## config.mk

```make
export PLATFORM = sky130hd
export DESIGN_NAME = srec_record_encoder_flat
export DESIGN_NICKNAME = d
export VERILOG_FILES = /design/src/rtl/core/srec_pkg.sv /design/src/rtl/core/srec_if.sv /design/src/rtl/core/srec_ctrl.sv /design/src/rtl/core/srec_dp.sv /design/src/rtl/core/srec_record_encoder.sv /design/src/flat_wrapper.sv
export SDC_FILE = /design/constraint.sdc
export NUM_CORES = 1
export LEC_CHECK = 0
export BUFFER_PORTS_ARGS = -buffer_cell sky130_fd_sc_hd__buf_2
export CELL_PAD_IN_SITES_DETAIL_PLACEMENT = 0
export CELL_PAD_IN_SITES_GLOBAL_PLACEMENT = 2
export CORE_MARGIN = 2
export CORE_UTILIZATION = 45
export CTS_CLUSTER_DIAMETER = 120
export DETAILED_ROUTE_END_ITERATION = 6
export PLACE_DENSITY = 0.88
export REMOVE_ABC_BUFFERS = 1
export SYNTH_ARGS = -nofsm -noshare
export SYNTH_HDL_FRONTEND = slang
export SYNTH_SLANG_ARGS = --single-unit
```

## constraint.sdc

```tcl
create_clock -name clock -period 6.7 [get_ports clock]
set_input_delay 0.335 -clock clock [delete_from_list [all_inputs] [get_ports clock]]
set_output_delay 0.335 -clock clock [all_outputs]
set_load 0.02 [all_outputs]
```

## src/rtl/core/srec_pkg.sv

```systemverilog
// ----------------------------------------------------------------------------
// srec_pkg
// Shared constants, types and helpers of the S-record encoder.
// ----------------------------------------------------------------------------
package srec_pkg;

   // Default number of data bytes in one S3 record
   localparam int RECORD_BYTES_DEF = 32;

   // Payload widths
   localparam int DATA_W = 8;
   localparam int CHAR_W = 7;

   // Register port
   localparam int CSR_DATA_W = 32;
   localparam int CSR_ADDR_W = 3;
   localparam logic CSR_IDX_BASE_ADDRESS = 1'b0;

   // ASCII codes
   localparam logic [CHAR_W-1:0] CHAR_S    = 7'h53;
   localparam logic [CHAR_W-1:0] CHAR_ZERO = 7'h30;
   localparam logic [CHAR_W-1:0] CHAR_3    = 7'h33;
   localparam logic [CHAR_W-1:0] CHAR_7    = 7'h37;
   localparam logic [CHAR_W-1:0] CHAR_A    = 7'h41;
   localparam logic [CHAR_W-1:0] CHAR_CR   = 7'h0D;
   localparam logic [CHAR_W-1:0] CHAR_LF   = 7'h0A;

   // Count byte minus data length: address bytes plus checksum
   localparam logic [7:0] COUNT_EXTRA_S0 = 8'd3;
   localparam logic [7:0] COUNT_EXTRA_S3 = 8'd5;

   // Index of the most significant address byte
   localparam logic [1:0] ADDR_TOP_S0 = 2'd1;
   localparam logic [1:0] ADDR_TOP_S3 = 2'd3;

   typedef enum logic [1:0] {
      REC_S0,
      REC_S3,
      REC_S7
   } kind_type;

   typedef enum logic [2:0] {
      PH_TYPE,
      PH_COUNT,
      PH_ADDR,
      PH_DATA,
      PH_SUM,
      PH_CRLF
   } phase_type;

   typedef enum logic [3:0] {
      ST_IDLE,
      ST_BYTE,
      ST_CHECK,
      ST_EOF,
      ST_TYPE,
      ST_COUNT,
      ST_ADDR,
      ST_DATA,
      ST_SUM,
      ST_CRLF
   } state_type;

   typedef struct packed {
      logic      load_item;
      logic      append;
      logic      start_record;
      kind_type  kind;
      logic      emit;
      phase_type phase;
      logic      last;
      logic      clr_fill;
      logic      clr_header;
   } ctrl_cmd_type;

   typedef struct packed {
      logic     out_free;
      logic     header_sent;
      logic     fill_zero;
      logic     fill_full;
      logic     item_has;
      logic     item_eof;
      logic     addr_last;
      logic     data_last;
      logic     data_empty;
      kind_type kind;
   } ctrl_status_type;

   // Upper-case hex digit of a nibble
   function automatic logic [CHAR_W-1:0] hex_char(input logic [3:0] nib);
      logic [CHAR_W-1:0] c;
      if (nib < 4'd10) begin
         c = CHAR_ZERO + {3'b000, nib};
      end else begin
         c = CHAR_A + {3'b000, nib} - 7'd10;
      end
      return c;
   endfunction

   // Record type character
   function automatic logic [CHAR_W-1:0] type_char(input kind_type kind);
      logic [CHAR_W-1:0] c;
      unique case (kind)
         REC_S0:  c = CHAR_ZERO;
         REC_S3:  c = CHAR_3;
         REC_S7:  c = CHAR_7;
         default: c = CHAR_ZERO;
      endcase
      return c;
   endfunction

endpackage

```

## src/rtl/core/srec_if.sv

```systemverilog
// ----------------------------------------------------------------------------
// srec_req_if / srec_rsp_if
// Valid/ready channels carrying image bytes in and character pairs out.
// ----------------------------------------------------------------------------
interface srec_req_if;
   import srec_pkg::*;

   logic              valid;
   logic              ready;
   logic [DATA_W-1:0] data_byte;
   logic              has_byte;
   logic              end_of_file;

   modport source (output valid, output data_byte, output has_byte,
                   output end_of_file, input ready);
   modport sink (input valid, input data_byte, input has_byte,
                 input end_of_file, output ready);
endinterface

interface srec_rsp_if;
   import srec_pkg::*;

   logic              valid;
   logic              ready;
   logic [CHAR_W-1:0] first_char;
   logic [CHAR_W-1:0] second_char;
   logic              line_end;
   logic              last_of_run;

   modport source (output valid, output first_char, output second_char,
                   output line_end, output last_of_run, input ready);
   modport sink (input valid, input first_char, input second_char,
                 input line_end, input last_of_run, output ready);
endinterface

```

## src/rtl/core/srec_ctrl.sv

```systemverilog
// ----------------------------------------------------------------------------
// srec_ctrl
// Sequencer: walks items through header, byte append, record emission and
// end-of-file handling, one character pair per cycle while output is free.
// ----------------------------------------------------------------------------
module srec_ctrl #(
   parameter int RECORD_BYTES = srec_pkg::RECORD_BYTES_DEF
) (
   input  logic                    clock,
   input  logic                    reset,
   input  logic                    req_valid,
   input  logic                    req_has_byte,
   input  logic                    req_end_of_file,
   output logic                    req_ready,
   input  srec_pkg::ctrl_status_type status,
   output srec_pkg::ctrl_cmd_type  cmd
);
   import srec_pkg::*;

   localparam bit ONE_BYTE_RECORD = (RECORD_BYTES == 1);

   state_type state_ff;
   state_type state_in;

   always_ff @(posedge clock) begin
      if (reset) begin
         state_ff <= ST_IDLE;
      end else begin
         state_ff <= state_in;
      end
   end

   always_comb begin
      cmd       = '0;
      state_in  = state_ff;
      req_ready = 1'b0;
      unique case (state_ff)
         ST_IDLE: begin
            req_ready = 1'b1;
            // drop idle transactions, keep the rest
            if (req_valid && (req_has_byte || req_end_of_file)) begin
               cmd.load_item = 1'b1;
               state_in      = ST_BYTE;
            end
         end
         ST_BYTE: begin
            if (!status.header_sent) begin
               cmd.start_record = 1'b1;
               cmd.kind         = REC_S0;
               state_in         = ST_TYPE;
            end else begin
               cmd.append = status.item_has;
               state_in   = ST_CHECK;
            end
         end
         ST_CHECK, ST_EOF: begin
            if (state_ff == ST_CHECK && status.fill_full) begin
               cmd.start_record = 1'b1;
               cmd.kind         = REC_S3;
               state_in         = ST_TYPE;
            end else if (!status.item_eof) begin
               state_in = ST_IDLE;
            end else if (!status.fill_zero) begin
               // flush the partial record
               cmd.start_record = 1'b1;
               cmd.kind         = REC_S3;
               state_in         = ST_TYPE;
            end else begin
               cmd.start_record = 1'b1;
               cmd.kind         = REC_S7;
               state_in         = ST_TYPE;
            end
         end
         ST_TYPE: begin
            cmd.phase = PH_TYPE;
            if (status.out_free) begin
               cmd.emit = 1'b1;
               state_in = ST_COUNT;
            end
         end
         ST_COUNT: begin
            cmd.phase = PH_COUNT;
            if (status.out_free) begin
               cmd.emit = 1'b1;
               state_in = ST_ADDR;
            end
         end
         ST_ADDR: begin
            cmd.phase = PH_ADDR;
            if (status.out_free) begin
               cmd.emit = 1'b1;
               if (status.addr_last) begin
                  state_in = status.data_empty ? ST_SUM : ST_DATA;
               end
            end
         end
         ST_DATA: begin
            cmd.phase = PH_DATA;
            if (status.out_free) begin
               cmd.emit = 1'b1;
               if (status.data_last) begin
                  state_in = ST_SUM;
               end
            end
         end
         ST_SUM: begin
            cmd.phase = PH_SUM;
            if (status.out_free) begin
               cmd.emit = 1'b1;
               state_in = ST_CRLF;
            end
         end
         ST_CRLF: begin
            cmd.phase = PH_CRLF;
            if (status.out_free) begin
               cmd.emit = 1'b1;
               unique case (status.kind)
                  REC_S0: begin
                     cmd.last = !status.item_eof &&
                                !(status.item_has && ONE_BYTE_RECORD);
                     state_in = ST_BYTE;
                  end
                  REC_S3: begin
                     cmd.last     = !status.item_eof;
                     cmd.clr_fill = 1'b1;
                     state_in     = ST_EOF;
                  end
                  REC_S7: begin
                     cmd.last       = 1'b1;
                     cmd.clr_fill   = 1'b1;
                     cmd.clr_header = 1'b1;
                     state_in       = ST_IDLE;
                  end
                  default: begin
                     state_in = ST_IDLE;
                  end
               endcase
            end
         end
         default: begin
            state_in = ST_IDLE;
         end
      endcase
   end

   a_emit_free: assert property (@(posedge clock) disable iff (reset)
      cmd.emit |-> status.out_free)
      else $error("pair emitted while output register busy");

   a_s7_closes: assert property (@(posedge clock) disable iff (reset)
      (state_ff == ST_CRLF && cmd.emit && status.kind == REC_S7)
      |=> (state_ff == ST_IDLE && !status.header_sent))
      else $error("end record did not close the image");

   a_data_nonempty: assert property (@(posedge clock) disable iff (reset)
      (state_ff == ST_DATA) |-> !status.data_empty)
      else $error("data phase entered for an empty record");

endmodule

```

## src/rtl/core/srec_dp.sv

```systemverilog
// ----------------------------------------------------------------------------
// srec_dp
// Datapath: record buffer, address and fill registers, checksum, hex
// formatting and the output register.
// ----------------------------------------------------------------------------
module srec_dp #(
   parameter int RECORD_BYTES = srec_pkg::RECORD_BYTES_DEF
) (
   input  logic                            clock,
   input  logic                            reset,
   input  srec_pkg::ctrl_cmd_type          cmd,
   output srec_pkg::ctrl_status_type       status,
   input  logic [31:0]                     base_address,
   input  logic [srec_pkg::DATA_W-1:0]     req_data_byte,
   input  logic                            req_has_byte,
   input  logic                            req_end_of_file,
   input  logic                            rsp_ready,
   output logic                            rsp_valid,
   output logic [srec_pkg::CHAR_W-1:0]     rsp_first_char,
   output logic [srec_pkg::CHAR_W-1:0]     rsp_second_char,
   output logic                            rsp_line_end,
   output logic                            rsp_last_of_run
);
   import srec_pkg::*;

   localparam int FILL_W = $clog2(RECORD_BYTES + 1);
   localparam int ADDR_W = (RECORD_BYTES > 1) ? $clog2(RECORD_BYTES) : 1;

   logic [DATA_W-1:0] buffer_mem [RECORD_BYTES];
   logic [DATA_W-1:0] rd_data_ff;

   logic [DATA_W-1:0] item_data_ff;
   logic              item_has_ff;
   logic              item_eof_ff;
   logic [FILL_W-1:0] fill_ff;
   logic [31:0]       next_addr_ff;
   logic [31:0]       rec_addr_ff;
   logic              header_ff;

   kind_type          kind_ff;
   logic [FILL_W-1:0] dlen_ff;
   logic [7:0]        count_ff;
   logic [31:0]       emit_addr_ff;
   logic [1:0]        addr_idx_ff;
   logic [FILL_W-1:0] data_idx_ff;
   logic [7:0]        sum_ff;

   logic              rsp_valid_ff;
   logic [CHAR_W-1:0] first_ff;
   logic [CHAR_W-1:0] second_ff;
   logic              line_end_ff;
   logic              last_ff;

   logic [FILL_W-1:0] dlen_in;
   logic [7:0]        count_in;
   logic [31:0]       emit_addr_in;
   logic [1:0]        addr_idx_in;
   logic [FILL_W-1:0] data_idx_in;
   logic [ADDR_W-1:0] rd_idx;
   logic [7:0]        hex_byte;
   logic [CHAR_W-1:0] first_in;
   logic [CHAR_W-1:0] second_in;
   logic              emit_data;

   // Record setup values
   always_comb begin
      unique case (cmd.kind)
         REC_S0: begin
            dlen_in      = '0;
            emit_addr_in = '0;
            addr_idx_in  = ADDR_TOP_S0;
            count_in     = COUNT_EXTRA_S0;
         end
         REC_S3: begin
            dlen_in      = fill_ff;
            emit_addr_in = rec_addr_ff;
            addr_idx_in  = ADDR_TOP_S3;
            count_in     = 8'(fill_ff) + COUNT_EXTRA_S3;
         end
         REC_S7: begin
            dlen_in      = '0;
            emit_addr_in = base_address;
            addr_idx_in  = ADDR_TOP_S3;
            count_in     = COUNT_EXTRA_S3;
         end
         default: begin
            dlen_in      = '0;
            emit_addr_in = '0;
            addr_idx_in  = ADDR_TOP_S0;
            count_in     = COUNT_EXTRA_S0;
         end
      endcase
   end

   // Read one entry ahead while data pairs go out
   assign emit_data   = cmd.emit && (cmd.phase == PH_DATA);
   assign data_idx_in = cmd.start_record ? '0 :
                        (emit_data ? data_idx_ff + FILL_W'(1) : data_idx_ff);
   assign rd_idx      = (data_idx_in < FILL_W'(RECORD_BYTES)) ?
                        data_idx_in[ADDR_W-1:0] : '0;

   always_ff @(posedge clock) begin
      if (cmd.append) begin
         buffer_mem[fill_ff[ADDR_W-1:0]] <= item_data_ff;
      end
      rd_data_ff <= buffer_mem[rd_idx];
   end

   // Pair formatting
   always_comb begin
      unique case (cmd.phase)
         PH_COUNT: hex_byte = count_ff;
         PH_ADDR:  hex_byte = emit_addr_ff[{addr_idx_ff, 3'b000} +: 8];
         PH_DATA:  hex_byte = rd_data_ff;
         PH_SUM:   hex_byte = ~sum_ff;
         default:  hex_byte = '0;
      endcase
      unique case (cmd.phase)
         PH_TYPE: begin
            first_in  = CHAR_S;
            second_in = type_char(kind_ff);
         end
         PH_CRLF: begin
            first_in  = CHAR_CR;
            second_in = CHAR_LF;
         end
         default: begin
            first_in  = hex_char(hex_byte[7:4]);
            second_in = hex_char(hex_byte[3:0]);
         end
      endcase
   end

   // Image state
   always_ff @(posedge clock) begin
      if (reset) begin
         fill_ff      <= '0;
         next_addr_ff <= '0;
         rec_addr_ff  <= '0;
         header_ff    <= 1'b0;
      end else begin
         if (cmd.start_record && cmd.kind == REC_S0) begin
            header_ff    <= 1'b1;
            next_addr_ff <= base_address;
            fill_ff      <= '0;
         end else if (cmd.append) begin
            if (fill_ff == '0) begin
               rec_addr_ff <= next_addr_ff;
            end
            fill_ff      <= fill_ff + FILL_W'(1);
            next_addr_ff <= next_addr_ff + 32'd1;
         end else if (cmd.clr_fill) begin
            fill_ff <= '0;
         end
         if (cmd.clr_header) begin
            header_ff <= 1'b0;
         end
      end
   end

   // Item and record registers
   always_ff @(posedge clock) begin
      if (cmd.load_item) begin
         item_data_ff <= req_data_byte;
         item_has_ff  <= req_has_byte;
         item_eof_ff  <= req_end_of_file;
      end
      data_idx_ff <= data_idx_in;
      if (cmd.start_record) begin
         kind_ff      <= cmd.kind;
         dlen_ff      <= dlen_in;
         count_ff     <= count_in;
         emit_addr_ff <= emit_addr_in;
         addr_idx_ff  <= addr_idx_in;
         sum_ff       <= '0;
      end else if (cmd.emit) begin
         if (cmd.phase == PH_COUNT || cmd.phase == PH_ADDR || cmd.phase == PH_DATA) begin
            sum_ff <= sum_ff + hex_byte;
         end
         if (cmd.phase == PH_ADDR) begin
            addr_idx_ff <= addr_idx_ff - 2'd1;
         end
      end
   end

   // Output register
   always_ff @(posedge clock) begin
      if (reset) begin
         rsp_valid_ff <= 1'b0;
      end else if (cmd.emit) begin
         rsp_valid_ff <= 1'b1;
      end else if (rsp_ready) begin
         rsp_valid_ff <= 1'b0;
      end
   end

   always_ff @(posedge clock) begin
      if (cmd.emit) begin
         first_ff    <= first_in;
         second_ff   <= second_in;
         line_end_ff <= (cmd.phase == PH_CRLF);
         last_ff     <= cmd.last;
      end
   end

   assign rsp_valid       = rsp_valid_ff;
   assign rsp_first_char  = first_ff;
   assign rsp_second_char = second_ff;
   assign rsp_line_end    = line_end_ff;
   assign rsp_last_of_run = last_ff;

   always_comb begin
      status.out_free    = !rsp_valid_ff || rsp_ready;
      status.header_sent = header_ff;
      status.fill_zero   = (fill_ff == '0);
      status.fill_full   = (fill_ff == FILL_W'(RECORD_BYTES));
      status.item_has    = item_has_ff;
      status.item_eof    = item_eof_ff;
      status.addr_last   = (addr_idx_ff == 2'd0);
      status.data_last   = (data_idx_ff + FILL_W'(1) == dlen_ff);
      status.data_empty  = (dlen_ff == '0);
      status.kind        = kind_ff;
   end

   a_fill_bound: assert property (@(posedge clock) disable iff (reset)
      fill_ff <= FILL_W'(RECORD_BYTES))
      else $error("fill count beyond record size");

   a_append_room: assert property (@(posedge clock) disable iff (reset)
      cmd.append |-> (fill_ff < FILL_W'(RECORD_BYTES)))
      else $error("append into a full record");

   a_header_init: assert property (@(posedge clock) disable iff (reset)
      (cmd.start_record && cmd.kind == REC_S0) |=> (fill_ff == '0 && header_ff))
      else $error("header did not restart the image");

endmodule

```

## src/rtl/core/srec_record_encoder.sv

```systemverilog
// ----------------------------------------------------------------------------
// srec_record_encoder
// Turns a byte stream into Motorola S-record text (S0, S3, S7 records).
//
// Input channel req_chan carries data_byte, has_byte and end_of_file; a
// transaction with neither flag set is taken and ignored. Output channel
// rsp_chan carries one ASCII character pair per transaction; line_end marks
// the CR LF closing a record, last_of_run the final pair of an input item.
// The first item of an image emits the S0 header; every RECORD_BYTES bytes
// make one S3 record; end_of_file flushes a partial record and emits S7
// with base_address. base_address is written over the APB-style port at
// byte address 0; the user must write it only while the block is idle,
// as the block itself does not enforce this. The block takes one input
// item at a time and resumes that item after each record it closes.
// Pairs: 6 for S0, dlen+8 for S3, 8 for S7. The sequencer emits one pair
// per cycle while the output register is free. A stalled receiver holds
// the current pair in the output register and freezes the sequencer.
// Reset clears the image state: the next item starts with a header.
// ----------------------------------------------------------------------------
module srec_record_encoder #(
   parameter int RECORD_BYTES = srec_pkg::RECORD_BYTES_DEF
) (
   input  logic                              clock,
   input  logic                              reset,
   srec_req_if.sink                          req_chan,
   srec_rsp_if.source                        rsp_chan,
   input  logic                              psel,
   input  logic                              penable,
   input  logic                              pwrite,
   input  logic [srec_pkg::CSR_ADDR_W-1:0]   paddr,
   input  logic [srec_pkg::CSR_DATA_W-1:0]   pwdata,
   output logic [srec_pkg::CSR_DATA_W-1:0]   prdata,
   output logic                              pready
);
   import srec_pkg::*;

   logic [CSR_DATA_W-1:0] base_ff;
   logic                  base_sel;
   ctrl_cmd_type          cmd;
   ctrl_status_type       status;

   assign base_sel = (paddr[CSR_ADDR_W-1:2] == CSR_IDX_BASE_ADDRESS);
   assign pready   = 1'b1;
   assign prdata   = base_sel ? base_ff : '0;

   always_ff @(posedge clock) begin
      if (reset) begin
         base_ff <= '0;
      end else if (psel && penable && pwrite && base_sel) begin
         base_ff <= pwdata;
      end
   end

   srec_ctrl #(
      .RECORD_BYTES(RECORD_BYTES)
   ) u_ctrl (
      .clock           (clock),
      .reset           (reset),
      .req_valid       (req_chan.valid),
      .req_has_byte    (req_chan.has_byte),
      .req_end_of_file (req_chan.end_of_file),
      .req_ready       (req_chan.ready),
      .status          (status),
      .cmd             (cmd)
   );

   srec_dp #(
      .RECORD_BYTES(RECORD_BYTES)
   ) u_dp (
      .clock           (clock),
      .reset           (reset),
      .cmd             (cmd),
      .status          (status),
      .base_address    (base_ff),
      .req_data_byte   (req_chan.data_byte),
      .req_has_byte    (req_chan.has_byte),
      .req_end_of_file (req_chan.end_of_file),
      .rsp_ready       (rsp_chan.ready),
      .rsp_valid       (rsp_chan.valid),
      .rsp_first_char  (rsp_chan.first_char),
      .rsp_second_char (rsp_chan.second_char),
      .rsp_line_end    (rsp_chan.line_end),
      .rsp_last_of_run (rsp_chan.last_of_run)
   );

endmodule
```

## src/flat_wrapper.sv

```systemverilog
// flat-port wrapper written by rule: the top's interface ports become plain ports
module srec_record_encoder_flat import srec_pkg::*;
#(
   parameter int RECORD_BYTES = srec_pkg::RECORD_BYTES_DEF
)
  (clock, reset, psel, penable, pwrite, paddr, pwdata, prdata, pready, req_chan_valid, req_chan_data_byte, req_chan_has_byte, req_chan_end_of_file, req_chan_ready, rsp_chan_valid, rsp_chan_first_char, rsp_chan_second_char, rsp_chan_line_end, rsp_chan_last_of_run, rsp_chan_ready);
  srec_req_if req_chan_i ();
  srec_rsp_if rsp_chan_i ();
  input  logic clock;
  input  logic reset;
  input  logic psel;
  input  logic penable;
  input  logic pwrite;
  input  logic [srec_pkg::CSR_ADDR_W-1:0] paddr;
  input  logic [srec_pkg::CSR_DATA_W-1:0] pwdata;
  output logic [srec_pkg::CSR_DATA_W-1:0] prdata;
  output logic pready;
  input wire logic [$bits(req_chan_i.valid)-1:0] req_chan_valid;
  input wire logic [$bits(req_chan_i.data_byte)-1:0] req_chan_data_byte;
  input wire logic [$bits(req_chan_i.has_byte)-1:0] req_chan_has_byte;
  input wire logic [$bits(req_chan_i.end_of_file)-1:0] req_chan_end_of_file;
  output wire logic [$bits(req_chan_i.ready)-1:0] req_chan_ready;
  output wire logic [$bits(rsp_chan_i.valid)-1:0] rsp_chan_valid;
  output wire logic [$bits(rsp_chan_i.first_char)-1:0] rsp_chan_first_char;
  output wire logic [$bits(rsp_chan_i.second_char)-1:0] rsp_chan_second_char;
  output wire logic [$bits(rsp_chan_i.line_end)-1:0] rsp_chan_line_end;
  output wire logic [$bits(rsp_chan_i.last_of_run)-1:0] rsp_chan_last_of_run;
  input wire logic [$bits(rsp_chan_i.ready)-1:0] rsp_chan_ready;
  assign req_chan_i.valid = req_chan_valid;
  assign req_chan_i.data_byte = req_chan_data_byte;
  assign req_chan_i.has_byte = req_chan_has_byte;
  assign req_chan_i.end_of_file = req_chan_end_of_file;
  assign req_chan_ready = req_chan_i.ready;
  assign rsp_chan_valid = rsp_chan_i.valid;
  assign rsp_chan_first_char = rsp_chan_i.first_char;
  assign rsp_chan_second_char = rsp_chan_i.second_char;
  assign rsp_chan_line_end = rsp_chan_i.line_end;
  assign rsp_chan_last_of_run = rsp_chan_i.last_of_run;
  assign rsp_chan_i.ready = rsp_chan_ready;
  srec_record_encoder #(.RECORD_BYTES(RECORD_BYTES)) u_core (.clock(clock), .reset(reset), .req_chan(req_chan_i), .rsp_chan(rsp_chan_i), .psel(psel), .penable(penable), .pwrite(pwrite), .paddr(paddr), .pwdata(pwdata), .prdata(prdata), .pready(pready));
endmodule
```

==> summary by stage, run 1 <==
Route
The number of vias in the routed layout is 13600. Before antenna repair, the detailed router went through 7 iterations. The average detailed-routed wire length per instance is 20.9 um. The detailed router finished its first iteration with 1185 violations. For this run, design rule violations remaining after detail routing come to 9. The number of nets still failing antenna checks after routing is 0. Summed over all layers, the routed wires come to between 50000 and 60000 um. Dividing the detail-routed via count by the number of cells gives around 5.7.

CTS
The number of levels in the clock H-tree is 2. TritonCTS built the clock tree. The clock input transition at the sequential cells of the worst setup and hold paths is ~60 ps. The clock reaches the later pin of the worst-skew pair after around 600 ps. The total clock sinks is approximately 460.

The number of buffers added by the clock tree synthesis step is slightly below 50. The tree is rooted in a sky130_fd_sc_hd__clkbuf_16. The post-CTS setup buffer count is 0. The number of buffers on the longest clock path is 3.

Setup path
STA classifies the critical path endpoint as a flip-flop. The data arrival time at the worst-slack endpoint is between 4000 and 5000 ps. The biggest fanout along the worst timing path is 30. The worst setup path is launched from a flip-flop. The critical path is of the flip-flop to flip-flop type. For the worst setup path, the data required time is between 7000 and 8000 ps. The worst register-to-register path has a depth of 9.

Floorplanning
The floorplan step defined a die boundary enclosing about 45000 um2. The floorplan step set the die width to 213 um. The region available for standard cell placement spans 43200 um2. After floorplanning, the core was divided into 76 placement rows. The effective utilization at floorplan is between 40% and 50%. The number of ports placed on the die boundary is between 100 and 150. Measured along the y axis, the die boundary spans 213 um.

Cells and area
The synthesis-to-finish area growth is 14.7%. The layout cell share with drive strength beyond 1 is 13.8%. For this run, the share of the core covered by cells in the final layout is a little over half. The final cell count without fillers is 2402. The final layout contains around 1900 nets. The repair_antennas step left the layout with diodes totalling 0. With fillers left out, the area of the finished cells amounts to roughly 23000 um2. The filler cell count is between 3000 and 4000.

GRT
The number of global-route vias before repair is between 10000 and 15000. Global routing consumed, over all layers together, between 20% and 30% of the routing resources. Summed over all layers, the global routing overflow is 0.

The number of antenna violations at the first check in global routing is 0. The wire length of the first global-routing pass is just under 80000 um. The pin count of the biggest net entering global routing is between 60 and 70.

STA
The final worst hold slack is between 150 and 200 ps. The count of final hold-check violations is 0. The relative slew slack is 13.0%.

The final-report max-slew violation count is 0. Setup repair after global routing left no endpoint under its margin. The achievable clock frequency is 234 MHz.

At the pin with the least slew margin, the transition time is ~1300 ps. The portion of the clock cycle consumed by the worst path in the final layout is 63.7%. The total of endpoints with negative setup slack in the final report is 0. The minimum period implied by the final worst setup slack is approximately 4300 ps.

The post-route setup TNS is 0 ps. In the post-route analysis, the smallest setup slack over all paths is ~2400 ps. The clock tree skew after final layout is approximately 21 ps.

Power
The analysis attributes to cell leakage a power of between 7 and 8 nW. Total power for the finished layout comes to around 7.6 mW. Power spread over the standard cell area amounts to about 340 nW/um2. The worst IR drop on VDD is approximately 0.30 mV.

Place
Detailed placement ended at an HPWL of approximately 32000 um. The quantity of I/O buffers inserted on ports is 99. In this run, placement finished with an instance count of 2269. Summing all placed instances gives a cell area of roughly 21000 um2.

Before CTS, the worst setup slack after placement is about 2400 ps. The congestion estimate from routability-driven global placement came to about 0.84.

Synthesis
Synthesis handed over a netlist of between 1500 and 2000 instances. The number of enable-type register cells in the synthesized netlist is ~330. The cell taking the most area after synthesis is sky130_fd_sc_hd__edfxtp_1. In the synthesized netlist the async set-or-reset flop fraction comes to 0%. The register bit count reported by yosys is around 460. A synthesized cell averages between 10 and 15 um2. The Yosys warning count is 0. Among all flip-flop cells after synthesis, the most frequent one is sky130_fd_sc_hd__edfxtp_1. The top cell type by area accounts for ~50% of the synthesized area. Synthesis instantiated 88 different standard cells from the library.

The total standard cell area after synthesis is roughly 20000 um2. In the post-synthesis netlist, the biggest area contributors are sky130_fd_sc_hd__edfxtp_1 50%, sky130_fd_sc_hd__dfxtp_1 13%, sky130_fd_sc_hd__nand2_1 5.1%, sky130_fd_sc_hd__a21oi_1 3.1%, sky130_fd_sc_hd__nor2_1 1.9%. The sequential fraction of the synthesis area is 63.6%.

Flow run
The max-capacitance violation count is 0.

Status
The flow ran to the end, but the final reports show violations. The final reports fail on design-rule violations.

Worst hold path
Counting instances, the worst hold path has a depth of 3. The path type of the worst min-delay path is input pin to flip-flop.
## metal layers
layer  track usage, %  share of wire [%]  routed length (um)
met2             35.2                 46               23300
met4             5.91                1.9                 967
met5                0                  0                   0
met1             32.6                 45               22600
met3             4.18                6.7                3360
## cell type report
cell class / instances / area, um2 / share of cell area (%)
sequential: 461 / 12500 / 55.5
tap: 585 / 732 / 3.24
timing repair buffer: 162 / 1080 / 4.76
multi-input combinational: 1071 / 6610 / 29.2
clock buffer: 72 / 1370 / 6.07
clock inverter: 18 / 145 / 0.642
inverter: 33 / 126 / 0.559
## flip-flops by register name, summed over array words and instances (netlist names), 8 cells and up
register / flops
u_core.base_ff: 32
u_core.u_dp.buffer_mem: 256
u_core.u_dp.emit_addr_ff: 32
u_core.u_dp.item_data_ff: 8
u_core.u_dp.next_addr_ff: 32
u_core.u_dp.rd_data_ff: 8
u_core.u_dp.rec_addr_ff: 32
u_core.u_dp.sum_ff: 8
## placed cells by master, fill, tap and decap left out, drive strengths merged, types with 21 or more instances in the layout
| master | Yosys | layout |
|---|---|---|
| ha | 22 | 22 |
| xnor2 | 21 | 21 |
| buf | 30 | 120 |
| mux2i | 37 | 37 |
| a21oi | 121 | 121 |
| nor2 | 98 | 98 |
| dfxtp | 130 | 130 |
| nor2b | 38 | 38 |
| dlygate4sd3 | 0 | 42 |
| a22o | 33 | 33 |
| nand3 | 59 | 59 |
| o21ai | 32 | 32 |
| inv | 33 | 35 |
| nor3 | 39 | 39 |
| clkbuf | 67 | 72 |
| o22ai | 29 | 29 |
| nand2 | 268 | 268 |
| edfxtp | 331 | 331 |
## cells in the mapped netlist, types with 10 or more instances
cell	number
sky130_fd_sc_hd__o21ai_0	30
sky130_fd_sc_hd__nand3_1	56
sky130_fd_sc_hd__inv_1	30
sky130_fd_sc_hd__a222oi_1	16
sky130_fd_sc_hd__clkbuf_1	67
sky130_fd_sc_hd__mux2i_1	36
sky130_fd_sc_hd__ha_1	22
sky130_fd_sc_hd__a21oi_1	121
sky130_fd_sc_hd__and2_1	12
sky130_fd_sc_hd__nand2_1	267
sky130_fd_sc_hd__a22o_1	32
sky130_fd_sc_hd__o31ai_1	10
sky130_fd_sc_hd__buf_2	15
sky130_fd_sc_hd__nor2_1	98
sky130_fd_sc_hd__a32oi_1	17
sky130_fd_sc_hd__edfxtp_1	331
sky130_fd_sc_hd__xnor2_1	20
sky130_fd_sc_hd__dfxtp_1	130
sky130_fd_sc_hd__nor2b_1	38
sky130_fd_sc_hd__a22oi_1	13
sky130_fd_sc_hd__a211oi_1	17
sky130_fd_sc_hd__o22ai_1	29
sky130_fd_sc_hd__nand4_1	17
sky130_fd_sc_hd__o211ai_1	16
sky130_fd_sc_hd__xor2_1	17
sky130_fd_sc_hd__nor3_1	37
## power breakdown
group	leakage [nW]	switching (mW)	total, mW	internal (mW)
Sequential	4.05	0.281	3.73	3.45
Clock	0.750	1.09	2.56	1.47
Combinational	2.96	0.887	1.32	0.432
Total	7.76	2.26	7.61	5.35
## final timing paths
path	start	endpoint	slack, ps
setup / recovery	u_core.u_ctrl.state_ff[0]$_SDFFE_PP0P_	u_core.u_dp.rd_data_ff[1]$_DFF_P_	2430
hold / removal	rsp_chan_ready	u_core.u_dp.rsp_valid$_SDFFE_PP0P_	190
setup reg to reg	u_core.u_ctrl.state_ff[0]$_SDFFE_PP0P_	u_core.u_dp.rd_data_ff[1]$_DFF_P_	2430
hold reg to reg	u_core.u_dp.rec_addr_ff[0]$_SDFFE_PP0P_	u_core.u_dp.rec_addr_ff[0]$_SDFFE_PP0P_	450
## critical path: stages, from the launching register on
cell	delay [ps]
sky130_fd_sc_hd__dfxtp_1	670
sky130_fd_sc_hd__nand3b_1	490
sky130_fd_sc_hd__o31a_1	410
sky130_fd_sc_hd__o2bb2ai_2	470
sky130_fd_sc_hd__inv_4	280
sky130_fd_sc_hd__nand4_2	740
sky130_fd_sc_hd__o22ai_1	160
sky130_fd_sc_hd__a22oi_1	300
sky130_fd_sc_hd__nand4_1	280
sky130_fd_sc_hd__nor3_1	330
## cell families after synthesis
group                      synth area share (%)
and+or+nand+nor                            14.9
DFF                                        63.6
AOI/OAI and AO/OA                          12.5
buffers and inverters                      2.87
muxes                                      2.87
xor gates and xnor gates                   1.73
adders and majority gates                  1.50
other                                    0.0190
## repair_timing
| action | 4_1_cts | 5_1_grt |
|---|---|---|
| hold endpoints to repair | 42 | 0 |
| resized for setup | 0 | 0 |
| hold buffers | 42 | 0 |
No activity file was read; power rests on OpenSTA's default activity.
==> run 2, diff against run 1 <==
--- a/config.mk
+++ b/config.mk
@@ -9,10 +9,10 @@
 export CELL_PAD_IN_SITES_DETAIL_PLACEMENT = 0
 export CELL_PAD_IN_SITES_GLOBAL_PLACEMENT = 2
 export CORE_MARGIN = 2
-export CORE_UTILIZATION = 45
+export CORE_UTILIZATION = 42
 export CTS_CLUSTER_DIAMETER = 120
 export DETAILED_ROUTE_END_ITERATION = 6
-export PLACE_DENSITY = 0.88
+export PLACE_DENSITY = 0.83
 export REMOVE_ABC_BUFFERS = 1
 export SYNTH_ARGS = -nofsm -noshare
 export SYNTH_HDL_FRONTEND = slang
==> constraint.sdc (replaced) <==
create_clock -name clock -period 4.1 [get_ports clock]
set_input_delay 0.205 -clock clock [delete_from_list [all_inputs] [get_ports clock]]
set_output_delay 0.205 -clock clock [all_outputs]
set_load 0.02 [all_outputs]
==> run 2 against run 1 <==
- the run now ends clean
- sequential share of layout area shrank 0.94 points
- die area up 7.0%
- largest cell class unchanged
- first-iteration DRC count grew 7.0%
- largest power group unchanged
- sequential cell count did not move
- critical endpoint is now u_core.u_dp.rd_data_ff[2]$_DFF_P_
- worst hold slack got worse by 150 ps
==> summary by stage, run 2 (same netlist as run 1, synthesis figures left out) <==
Cells and area
The layout has between 4000 and 5000 filler cells. The most common library cell in the layout ignoring fill and taps is sky130_fd_sc_hd__edfxtp_1. The library cells used most frequently in the layout, excluding fill and tap cells, are 331 x sky130_fd_sc_hd__edfxtp_1, 267 x sky130_fd_sc_hd__nand2_1, 130 x sky130_fd_sc_hd__dfxtp_1. In the final layout, the share of cells above drive strength 1 is 15.3%. The flip-flop count of the largest register after layout is ~260. At the end of the flow, the number of nets in the layout was about 1900.

The synthesis-to-finish area growth is 16.6%. The number of antenna diodes in the final layout is 0.

Route
In the final routed layout, each cell accounts on average for around 21 um. The number of nets still failing antenna checks after routing is 0. The first detailed-routing pass ran for 5 iterations. The detailed router finished its first iteration with between 1000 and 1500 violations. The number of vias in the routed layout is around 14000.

The detailed-route DRC error count is 0. The via-per-instance ratio is about 5.6. The final layout contains routed wiring with a total length of approximately 52000 um.

GRT
The pin count of the biggest net entering global routing is 77. The first global-routing pass estimated just under 80000 um of wire. The number of global-route vias before repair is 12800.

The number of antenna violations at the first check in global routing was 0. The remaining global-route overflow is 0. The aggregate global-route resource usage is 21.4%.

Setup path
On the worst path, the slowest cell contributes a delay of between 900 and 1000 ps. For the worst setup path, the data arrival time is roughly 4100 ps. The critical path class is flip-flop to flip-flop.

Walking the worst path, the cells encountered are inv_1 -> ha_1 -> or4b_4 -> o211ai_2 -> a22o_2 -> nor3_4 -> nor3_1 -> a22oi_1 -> nand4_1 -> nor3_1. Counting both buffers and inverters, the worst setup path holds a total of 1. The endpoint kind of the worst setup timing path is a flip-flop. In this run the worst path has a maximum fanout of 9.

The most numerous cell type found on the critical path is sky130_fd_sc_hd__nor3_1. STA puts the critical path data required time at ~4600 ps. The slowest cell on the critical path is sky130_fd_sc_hd__nor3_1.

The startpoint class of the critical path is a flip-flop. In this design, the largest share of critical-path delay is due to simple AND/OR/NAND/NOR gates.

Flow run
The max-capacitance violation count is 0.

Place
The setup slack after placement is 511 ps. Summed over all nets, the half-perimeter wirelength after detailed placement is 34200 um. The quantity of I/O buffers inserted on ports is 99. The global placer's final weighted congestion is just over 0.8.

STA
Static timing analysis puts the maximum clock frequency at approximately 280 MHz. For the pin with the worst max-slew slack, the measured transition is roughly 1300 ps. The post-layout worst setup margin is roughly 480 ps. The count of final hold-check violations is 0. Summed over all failing endpoints, the final setup total negative slack is 0 ps. The relative slew slack is roughly 14%. Counting I/O delays and the setup requirement, the final critical path takes about 3600 ps. The final-report max-slew violation count is 0. The portion of the clock cycle consumed by the worst path in the final layout is between 80% and 90%.

The clock tree skew after final layout is 14.0 ps. Setup violations remaining at the end of the flow were counted as 0. Setup repair after global routing left no endpoint under its margin.

CTS
The clock tree synthesis step divided the H-tree into 2 levels. For the worst-skew pair, the clock arrives at the later sink with an insertion delay of ~600 ps. The number of buffers added by the clock tree synthesis step is 48. The clock tree from TritonCTS is built.

The clock input transition at the sequential cells of the worst setup and hold paths is 60 ps. In this run the clock root is driven by a sky130_fd_sc_hd__clkbuf_16. The number of buffers on the longest clock path is 3. The total clock sinks is between 400 and 500.

Power
For this design the ratio of total power to cell area is around 560 nW/um2. VDD sags by at most 0.379 mV. The final total power is around 13 mW. For this design the static power due to leakage is roughly 8 nW.

Floorplanning
The die boundary height is ~220 um. The die covers a little under 50000 um2. The number of core rows is 79.

Once the floorplan was initialized, standard cells occupied between 40% and 50% of the core. The floorplan step set the die width to 221 um. about 100 I/O pins were placed.

The core region is 46500 um2.

Status
The run finished with clean final reports.

Worst hold path
In this run the worst hold path is classified as input pin to flip-flop.
run 2: cell types whose count changed in the layout (fill, tap and decap cells not counted):
cell and change:
sky130_fd_sc_hd__clkbuf_1 -3, sky130_fd_sc_hd__and2_1 +2, sky130_fd_sc_hd__clkinv_8 +1, sky130_fd_sc_hd__inv_8 -1, sky130_fd_sc_hd__buf_4 +32, sky130_fd_sc_hd__bufinv_16 +4, sky130_fd_sc_hd__clkinv_2 -2, sky130_fd_sc_hd__inv_16 -1
sky130_fd_sc_hd__clkbuf_16 +1, sky130_fd_sc_hd__clkbuf_8 +1, sky130_fd_sc_hd__and2_2 -2
run 2: final cells by class:
type | instances | area (um2) | share of cell area [%]
inverters | 33 | 126 | 0.550
clock inverters | 19 | 240 | 1.05
repair buffers | 194 | 1320 | 5.73
clock buffers | 71 | 1400 | 6.09
multi-input cells | 1071 | 6600 | 28.7
flip-flops and latches | 461 | 12500 | 54.6
well taps | 607 | 759 | 3.30
run 2: report_power, final:
part           total, mW  internal (mW)  switching (mW)
Clock               4.49           2.69            1.81
Sequential          6.00           5.64           0.362
Combinational       2.30          0.745            1.56
run 2: stage by stage:
step,cell area [um2],std cells,hold slack (ps),util [%]
finish,23000,2456,40.0,49.5
global route,23000,2456,43.2,49.5
CTS,23000,2456,4.64,49.5
detailed placement,20900,2324,384,45.0
global placement,20900,2324,385,45.0
floorplan,19300,1565,274,-
run 2: timing repair:
action / CTS / global route
resized for setup: 0 / 0
hold buffers: 42 / 0
endpoints found under the hold margin: 42 / 0
buffers inserted: 0 / 0
run 2: layer usage:
metal / wire length [um] / share of wire, % / GRT usage (%) / vias to the layer above
met4: 1130 / 2.2 / 5.67 / 0
met5: 0 / 0 / 0 / -
met1: 24200 / 47 / 32.1 / 6741
met2: 23300 / 45 / 32.2 / 413
li1: - / - / - / 6508
met3: 3200 / 6.2 / 3.48 / 75
run 2: worst min-delay path, stage by stage:
cell and delay (ps):
sky130_fd_sc_hd__buf_2 100, sky130_fd_sc_hd__nand2b_1 180, sky130_fd_sc_hd__a21oi_1 80
run 2: final timing paths:
| kind | from | to | slack [ps] | cells after the start |
|---|---|---|---|---|
| setup / recovery | u_core.u_dp.fill_ff[0]$_SDFFE_PP0P_ | u_core.u_dp.rd_data_ff[2]$_DFF_P_ | 480 | 10 |
| hold / removal | rsp_chan_ready | u_core.u_dp.rsp_valid$_SDFFE_PP0P_ | 40 | 3 |
| setup reg to reg | u_core.u_dp.fill_ff[0]$_SDFFE_PP0P_ | u_core.u_dp.rd_data_ff[2]$_DFF_P_ | 480 | 10 |
| hold reg to reg | u_core.u_dp.rec_addr_ff[21]$_SDFFE_PP0P_ | u_core.u_dp.rec_addr_ff[21]$_SDFFE_PP0P_ | 450 | 2 |
